$ cat src/hdl/ght_pkg.sv
`default_nettype none

package ght_pkg;

  localparam int unsigned MAX_SLOTS = 1024;
  localparam int unsigned GEN_BITS  = 16;
  localparam int unsigned SLOT_W    = $clog2(MAX_SLOTS);
  localparam int unsigned CNT_W     = $clog2(MAX_SLOTS + 1);

  typedef enum logic [1:0] {
    CMD_ALLOC  = 2'd0,
    CMD_FREE   = 2'd1,
    CMD_LOOKUP = 2'd2
  } cmd_e;

  typedef enum logic [1:0] {
    STATUS_OK    = 2'd0,
    STATUS_STALE = 2'd1,
    STATUS_FULL  = 2'd2
  } status_e;

  typedef enum logic [1:0] {
    ST_IDLE,
    ST_CHECK,
    ST_MOVE
  } state_e;

  typedef enum logic [2:0] {
    RES_ALLOC_OK,
    RES_FULL,
    RES_STALE,
    RES_LOOKUP_OK,
    RES_FREE_OK
  } res_sel_e;

  typedef logic [SLOT_W-1:0]   slot_t;
  typedef logic [GEN_BITS-1:0] gen_t;
  typedef logic [CNT_W-1:0]    cnt_t;

  // input item as packed on the stream, lowest field in the lowest bits
  typedef struct packed {
    gen_t       gen;
    slot_t      slot;
    logic [1:0] cmd;
  } in_item_t;

  typedef struct packed {
    cnt_t       live_count;
    slot_t      moved_from;
    logic       moved;
    slot_t      dense_index;
    gen_t       out_gen;
    slot_t      out_slot;
    logic [1:0] status;
  } result_t;

  localparam int unsigned IN_W         = $bits(in_item_t);
  localparam int unsigned RES_W        = $bits(result_t);
  localparam int unsigned IN_TDATA_W   = ((IN_W + 7) / 8) * 8;
  localparam int unsigned OUT_TDATA_W  = ((RES_W + 7) / 8) * 8;

  typedef struct packed {
    logic live;
    gen_t gen;
  } meta_t;

  typedef struct packed {
    gen_t  gen;
    slot_t slot;
  } fstk_t;

  // controller to datapath
  typedef struct packed {
    logic     accept;
    logic     owner_rd;
    logic     do_alloc;
    logic     do_free;
    logic     emit;
    res_sel_e res_sel;
  } ctrl_cmd_t;

  // datapath to controller
  typedef struct packed {
    logic [1:0] cmd;
    logic       alloc_full;
    logic       handle_ok;
    logic       out_free;
  } ctrl_stat_t;

endpackage

`default_nettype wire

$ cat src/hdl/ght_ctrl.sv
`default_nettype none

module ght_ctrl (
  input  wire logic                clk_i,
  input  wire logic                rst_ni,
  input  wire logic                s_valid_i,
  output logic                     s_ready_o,
  input  wire ght_pkg::ctrl_stat_t stat_i,
  output ght_pkg::ctrl_cmd_t       cmd_o
);
  import ght_pkg::*;

  state_e state_q, state_d;

  always_ff @(posedge clk_i or negedge rst_ni) begin
    if (!rst_ni) begin
      state_q <= ST_IDLE;
    end else begin
      state_q <= state_d;
    end
  end

  always_comb begin
    state_d   = state_q;
    s_ready_o = 1'b0;
    cmd_o     = '0;
    cmd_o.res_sel = RES_STALE;
    unique case (state_q)
      ST_IDLE: begin
        s_ready_o = 1'b1;
        if (s_valid_i) begin
          cmd_o.accept = 1'b1;
          state_d      = ST_CHECK;
        end
      end
      ST_CHECK: begin
        // slot tables and free stack top are readable now
        if (stat_i.out_free) begin
          state_d = ST_IDLE;
          unique case (stat_i.cmd)
            CMD_ALLOC: begin
              cmd_o.emit = 1'b1;
              if (stat_i.alloc_full) begin
                cmd_o.res_sel = RES_FULL;
              end else begin
                cmd_o.do_alloc = 1'b1;
                cmd_o.res_sel  = RES_ALLOC_OK;
              end
            end
            CMD_FREE: begin
              if (stat_i.handle_ok) begin
                cmd_o.owner_rd = 1'b1;
                state_d        = ST_MOVE;
              end else begin
                cmd_o.emit = 1'b1;
              end
            end
            CMD_LOOKUP: begin
              cmd_o.emit = 1'b1;
              if (stat_i.handle_ok) begin
                cmd_o.res_sel = RES_LOOKUP_OK;
              end
            end
            default: begin
              cmd_o.emit = 1'b1;
            end
          endcase
        end
      end
      ST_MOVE: begin
        if (stat_i.out_free) begin
          cmd_o.do_free = 1'b1;
          cmd_o.emit    = 1'b1;
          cmd_o.res_sel = RES_FREE_OK;
          state_d       = ST_IDLE;
        end
      end
      default: begin
        state_d = ST_IDLE;
      end
    endcase
  end

endmodule

`default_nettype wire

$ cat config.mk
export PLATFORM = sky130hd
export DESIGN_NAME = ght_ctrl
export DESIGN_NICKNAME = d
export VERILOG_FILES = /design/src/hdl/ght_pkg.sv /design/src/hdl/ght_ctrl.sv
export SDC_FILE = /design/constraint.sdc
export NUM_CORES = 1
export LEC_CHECK = 0
export CAP_MARGIN = 15
export CORE_AREA = 2 2 39 41
export DETAILED_ROUTE_END_ITERATION = 16
export DIE_AREA = 0 0 41 43
export DONT_BUFFER_PORTS = 1
export GPL_ROUTABILITY_DRIVEN = 1
export GPL_TIMING_DRIVEN = 0
export SLEW_MARGIN = 20
export SYNTH_ARGS = -nofsm -noshare
export SYNTH_HDL_FRONTEND = slang
export SYNTH_SLANG_ARGS = --single-unit
$ cat constraint.sdc
create_clock -name clk_i -period 2 [get_ports clk_i]
set_input_delay 0.2 -clock clk_i [delete_from_list [all_inputs] [get_ports clk_i]]
set_output_delay 0.2 -clock clk_i [all_outputs]
set_load 0.1 [all_outputs]
==> qor_table.md, run 1 <==
| Group | Metric | Value |
|:---|:---|:---|
| detailed routing | Vias per cell | 4.30 |
| cts | Total number of H-tree levels | 1 |
| worst setup path | Chain of cells forming the critical path | inv_1 > ha_2 > and2_4 |
| die | Die outline height | 43 um |
| yosys | Flip-flop and latch count after synthesis | 2 |
| yosys | Leading post-synthesis cells by cell area | dfrtp_1 (21%), ha_1 (21%), and2_1 (7.9%) |
| timing | Transition time of the tightest slew-check pin | 0.964 ns |
| timing | Final number of max-transition violations | 0 |
| cts | Clock insertion delay at the later pin of the skew report | 0.23 ns |
| die | DIE AREA | 0.00176 mm2 |
| timing | RSZ-0062 raised after global routing | no |
| die | FP Rows | 14 |
| run | Total of max-cap violations | 0 |
| layout | Largest registers | state_q (2) |
| worst setup path | Crit-path slowest cell | ha_2 |
| global routing | Antenna violations before repair | 0 |
| cts | Clock slew at the register clock pins of the worst setup and hold paths | 0.03 ns |
| yosys | Proportion of synthesized chip area in sequential cells | 20.9% |
| layout | Number of diodes added for antenna fixing | 0 |
| global routing | Total congestion overflow after global routing | 0 |
| timing | Tightest slew margin relative to the limit | 36.2% |
| detailed routing | Detailed Route Iter0 Violations | 2 |
| yosys | Area leader, netlist | dfrtp_1 |
| placed design | DP HPWL | 461 um |
| global routing | GR Layer Usage met3 | 1.05% |
| yosys | Post-Syn Area | 239 um2 |
| layout | Net count reported at finish | 48 |
| global routing | Largest net degree at the start of global routing | 7 |
| worst setup path | Worst setup path class | reg2out |
| min path | Tightest Hold Check Type | in2async |
| worst setup path | Depth of the worst register-to-register path | 5 |
| yosys | Mapped Nets | 40 |
| worst setup path | Startpoint class of the critical path | flop |
| detailed routing | Total length of routed wires | 563 um |
| placed design | Number of port buffers | 0 |
| detailed routing | Via count | 215 |
| timing | Time the final worst path needs with I/O delays and setup | 1.94 ns |
| yosys | Synth cell types | 16 |
| worst setup path | Worst r2r dst | state_q[1] |
| detailed routing | DRC violation count after routing | 0 |
| cts | Deepest clock path buffer count | 2 |
| placed design | Last weighted congestion value of the routability-driven placer | 0.684 |
| die | Number of top-level pins | 17 |
| layout | Area of all placed cells without fillers | 374 um2 |
| worst setup path | Worst Path Required | 1.80 ns |
| cts | Cell at the root of the clock tree | clkbuf_4 |
| yosys | Mean cell area of the mapped netlist | 8.53 um2 |
| detailed routing | Average wire per cell in the routed design | 11.3 um |
| global routing | Number of global-route vias before repair | 227 |
| worst setup path | Peak per-stage delay on the critical path | 0.55 ns |
| detailed routing | Drt pass-1 iters | 3 |
| cts | Clock tree from TritonCTS | yes |
| timing | Final number of setup-violating endpoints | 0 |
| worst setup path | Worst Path Max Fanout | 3 |
| global routing | Global-route wire length before repair | 807 um |
| cts | Post CTS Setup Buffer Count | 0 |
| global routing | Total routing resource utilization after global routing | 7.11% |
| worst setup path | Worst R2R Setup Slack | 0.21 ns |
| die | Chip Width | 41 um |
| timing | Highest attainable clock frequency | 515 MHz |
| worst setup path | Nature of the critical path endpoint | output pin |
| layout | Fraction of final layout cells sized beyond drive strength 1 | 44.1% |
| layout | Area overhead of the layout relative to synthesis | 56.5% |
| timing | Share of the clock period used by the worst path | 97.1% |
| timing | Maximum clock skew at final layout | 0.000208 ns |
| detailed routing | Count of nets left with antenna violations after detail routing | 0 |
| layout | Final Core Density | 27.0% |
| placed design | Post-Place Cell Area | 333 um2 |
| cts | Number of buffers added by the clock tree synthesis step | 3 |
| global routing | Global-route layer with the greatest usage | met4 |
| die | Area of the core region | 0.00138 mm2 |
| timing | Hold violation total from the final report | 0 |
| yosys | Gate count after technology mapping | 28 |
| cts | Number of sinks handled by clock tree synthesis | 2 |
| worst setup path | Reg-to-reg critical path startpoint | state_q[1] |
| timing | Final total negative setup slack | 0 ns |
| yosys | Yosys warning total | 0 |
| global routing | Global routing met2 resource utilization | 9.38% |
| worst setup path | Arrival time of the worst setup path | 1.74 ns |
| layout | Top register by number of flip-flops | state_q |
| yosys | Top-area cell type share of the netlist area | 20.9% |
| layout | Number of flip-flops under the largest register name | 2 |
| status | Result of the run | complete, no violations |
| die | Effective utilization at floorplan | 17.3% |
| global routing | Met1 capacity usage during global routing | 7.67% |
-- cells in the mapped netlist --
library cell  n
nor2_1        3
a22o_2        1
and2_1        3
ha_1          4
nor4b_1       1
o21ai_0       1
nand2b_1      2
nand3b_1      1
mux2i_1       1
mux2_4        1
nor4_1        1
o21ai_2       1
inv_1         2
a21oi_1       2
dfrtp_1       2
nand2_1       2
-- metal layers --
metal	up-vias	routed length [um]	part of all wire [%]
met5	-	0	0
met4	0	18	3.2
met3	2	54	9.6
met2	13	254	45
met1	92	235	42
li1	108	-	-
-- logic make-up after synthesis --
kind of cell	synth area share, %
AOI/OAI and AO/OA	14.1
adders and majority gates	20.9
buffers and inverters	3.14
DFF	20.9
and+or+nand+nor	30.4
muxes	10.5
-- layout make-up --
| type | instances | area, um2 |
|---|---|---|
| clock buffer | 3 | 22.5 |
| fill | 144 | 1010 |
| inverter | 2 | 7.51 |
| multi-input combinational | 24 | 234 |
| sequential | 2 | 50.0 |
| tap | 16 | 20.0 |
| timing repair buffer | 3 | 40.0 |
-- worst max-delay path, delay by kind of cell (launching register included) --
family        cells  cell delay (ns)
flops             1             0.39
buf+inv           1             0.11
simple gates      1             0.45
fa+ha+maj         1             0.55
-- cell usage in the layout (no fill, tap or decap), drive strengths merged --
| cell | count |
|---|---|
| ha | 4 |
| clkbuf | 3 |
| and2 | 3 |
| nor2 | 3 |
| inv | 2 |
| nand2 | 2 |
| a21oi | 2 |
| dfrtp | 2 |
| buf | 2 |
| o21ai | 2 |
| nand2b | 2 |
| mux2i | 1 |
| nor4b | 1 |
| nand3b | 1 |
| nor4 | 1 |
| mux2 | 1 |
| a22o | 1 |
| dlygate4sd3 | 1 |
-- stage by stage --
step                      std cells  hold slack (ns)  setup WS [ns]
after floorplan                  28          -0.0956         -0.109
after global placement           44          -0.0955         -0.201
after detailed placement         46          -0.0955         0.0285
after CTS                        50            0.204         0.0481
after global routing             50            0.205        0.00866
final                            50            0.208         0.0583
-- timing repair --
action | in CTS | in global routing
gates resized for setup | 3 | 0
hold buffers | 1 | 0
pin swaps | 0 | 1
endpoints found under the setup margin | 3 | 1
endpoints found under the hold margin | 2 | 0
-- worst max-delay path by stage --
stage                from        to  slack, ns  depth (start not counted)
6_report       state_q[0]  cmd_o[7]       0.06                          3
5_1_grt        state_q[0]  cmd_o[4]      0.009                          3
4_1_cts        state_q[0]  cmd_o[7]       0.05                          3
3_5_place_dp   state_q[1]  cmd_o[1]       0.03                          5
3_3_place_gp   state_q[1]  cmd_o[0]      -0.20                          4
2_1_floorplan  state_q[1]  cmd_o[0]      -0.11                          4
Power of run 1 is left out: the tool's default activity adds up to more than one toggle a clock period on the data nets, which glitch-free logic cannot reach.
==> run 2, diff against run 1 <==
==> constraint.sdc (replaced) <==
create_clock -name clk_i -period 2.32 [get_ports clk_i]
set_input_delay 0.232 -clock clk_i [delete_from_list [all_inputs] [get_ports clk_i]]
set_output_delay 0.232 -clock clk_i [all_outputs]
set_load 0.1 [all_outputs]
==> qor_table.md, run 2 (same netlist as run 1, synthesis figures left out) <==
| Group | Metric | Value | vs previous |
|:---|:---|:---|:---|
| placed design | # placed instances | 46 | unchanged |
| timing | Hold violation total from the final report | 0 | unchanged |
| global routing | Global-route wire length before repair | 903 um | was 807 um |
| worst setup path | Worst setup path class | reg2out | unchanged |
| die | Die outline height | 43 um | unchanged |
| placed design | DP HPWL | 450 um | was 461 um |
| cts | Clock tree from TritonCTS | yes | unchanged |
| detailed routing | DRC violation count after routing | 0 | unchanged |
| detailed routing | Vias per cell | 4.54 | was 4.30 |
| global routing | Largest net degree at the start of global routing | 7 | unchanged |
| cts | Number of buffers added by the clock tree synthesis step | 3 | unchanged |
| layout | Area of all placed cells without fillers | 368 um2 | was 374 um2 |
| global routing | Met1 capacity usage during global routing | 7.35% | was 7.67% |
| die | Effective utilization at floorplan | 17.3% | unchanged |
| layout | Final Core Density | 26.6% | was 27.0% |
| worst setup path | Worst Path Max Fanout | 3 | unchanged |
| global routing | Global-route layer with the greatest usage | met4 | unchanged |
| detailed routing | Total length of routed wires | 552 um | was 563 um |
| global routing | GR Layer Usage met3 | 1.57% | was 1.05% |
| cts | Deepest clock path buffer count | 2 | unchanged |
| layout | Count of non-filler cells in the finished layout | 50 | unchanged |
| die | Chip Width | 41 um | unchanged |
| layout | Number of flip-flops under the largest register name | 2 | unchanged |
| timing | Final number of setup-violating endpoints | 0 | unchanged |
| global routing | Total routing resource utilization after global routing | 8.32% | was 7.11% |
| layout | Largest registers | state_q (2) | unchanged |
| placed design | Last weighted congestion value of the routability-driven placer | 0.677 | was 0.684 |
| placed design | Number of port buffers | 0 | unchanged |
| timing | RSZ-0062 raised after global routing | no | unchanged |
| layout | Number of diodes added for antenna fixing | 0 | unchanged |
| cts | Clock insertion delay at the later pin of the skew report | 0.23 ns | about the same |
| timing | Highest attainable clock frequency | 464 MHz |  |
| detailed routing | Average wire per cell in the routed design | 11.0 um | was 11.3 um |
| layout | Top register by number of flip-flops | state_q | unchanged |
| cts | Post CTS Setup Buffer Count | 0 | unchanged |
| detailed routing | Drt pass-1 iters | 2 | was 3 |
| global routing | Total congestion overflow after global routing | 0 | unchanged |
| die | FP Rows | 14 | unchanged |
| run | Total of max-cap violations | 0 | unchanged |
| detailed routing | Via count | 227 | was 215 |
| timing | Tightest slew margin relative to the limit | 29.3% | was 36.2% |
| worst setup path | Worst Path Required | 2.09 ns | was 1.80 ns |
| layout | Net count reported at finish | 48 | unchanged |
| status | Result of the run | complete, no violations | unchanged |
| timing | Transition time of the tightest slew-check pin | 1.06 ns | was 0.964 ns |
| timing | Maximum clock skew at final layout | 0.000187 ns | was 0.000208 ns |
| layout | Fraction of final layout cells sized beyond drive strength 1 | 44.1% | unchanged |
| worst setup path | Depth of the worst register-to-register path | 5 | unchanged |
| global routing | Antenna violations before repair | 0 | unchanged |
| layout | Top library cells by usage in the layout, fill and taps aside | ha_1 (3), clkbuf_4 (3) | unchanged |
| die | Number of top-level pins | 17 | unchanged |
| worst setup path | Nature of the critical path endpoint | output pin | unchanged |
| cts | Total number of H-tree levels | 1 | unchanged |
| cts | Number of sinks handled by clock tree synthesis | 2 | unchanged |
| min path | Tightest Hold Check Type | in2async | unchanged |
| worst setup path | Startpoint class of the critical path | flop | unchanged |
| detailed routing | Count of nets left with antenna violations after detail routing | 0 | unchanged |
| timing | Share of the clock period used by the worst path | 93.0% |  |
| placed design | Post-Place Cell Area | 325 um2 | was 333 um2 |
| timing | Time the final worst path needs with I/O delays and setup | 2.16 ns |  |
| cts | Clock slew at the register clock pins of the worst setup and hold paths | 0.03 ns | about the same |
| global routing | Number of global-route vias before repair | 253 | was 227 |
| cts | Cell at the root of the clock tree | clkbuf_4 | unchanged |
| global routing | Global routing met2 resource utilization | 11.3% | was 9.38% |
| timing | Final number of max-transition violations | 0 | unchanged |
| layout | Area overhead of the layout relative to synthesis | 53.9% | was 56.5% |
| die | DIE AREA | 0.00176 mm2 | unchanged |
| worst setup path | Arrival time of the worst setup path | 1.92 ns | was 1.74 ns |
| die | Area of the core region | 0.00138 mm2 | unchanged |
| timing | Hold slack | 0.240 ns | was 0.208 ns |
| detailed routing | Detailed Route Iter0 Violations | 1 | was 2 |
-- run 2: cell counts in the layout (fill, tap and decap cells not counted) --
No cell type changed its count.
-- run 2: area by class of cell --
cell class                      count  area [um2]
Inverter                            2        7.51
Multi-Input combinational cell     24         228
Timing Repair Buffer                3        40.0
Sequential cell                     2        50.0
Clock buffer                        3        22.5
Tap cell                           16        20.0
Fill cell                         145        1020
-- run 2: path summary, 6_finish.rpt --
check,start,endpoint,slack (ns)
hold / removal,rst_ni,state_q[0],0.24
max in group asynchronous,rst_ni,state_q[1],1.96
hold reg to reg,state_q[1],state_q[1],0.53
setup / recovery,state_q[0],cmd_o[3],0.16
setup reg to reg,state_q[1],state_q[1],0.53
min in group clk_i,stat_i[0],state_q[0],0.28
-- run 2: worst max-delay path: stages (launching register included) --
cell and delay [ns]:
dfrtp_1 0.37, inv_1 0.09, ha_2 0.35, nand2_1 0.07
nor2_2 0.82
-- run 2: through the flow --
| step | setup TNS [ns] | setup slack (ns) |
|---|---|---|
| floorplan | 0 | 0.0576 |
| global placement | -0.0230 | -0.0230 |
| detailed placement | 0 | 0.0948 |
| CTS | 0 | 0.0586 |
| global route | 0 | 0.0730 |
| finish | 0 | 0.163 |
-- run 2: metal layers --
metal  part of all wire, %  vias to the layer above
met5                     0                        -
met4                   6.2                        0
li1                      -                      109
met2                    46                       15
met3                    11                        4
met1                    37                       99
-- run 2: timing repair --
item / CTS / global route
gates resized for setup: 1 / 2
endpoints found under the setup margin: 1 / 2
hold buffers: 1 / 0
hold endpoints to repair: 2 / 0
cloned: 0 / 0
Power of run 2 is left out for the same reason.
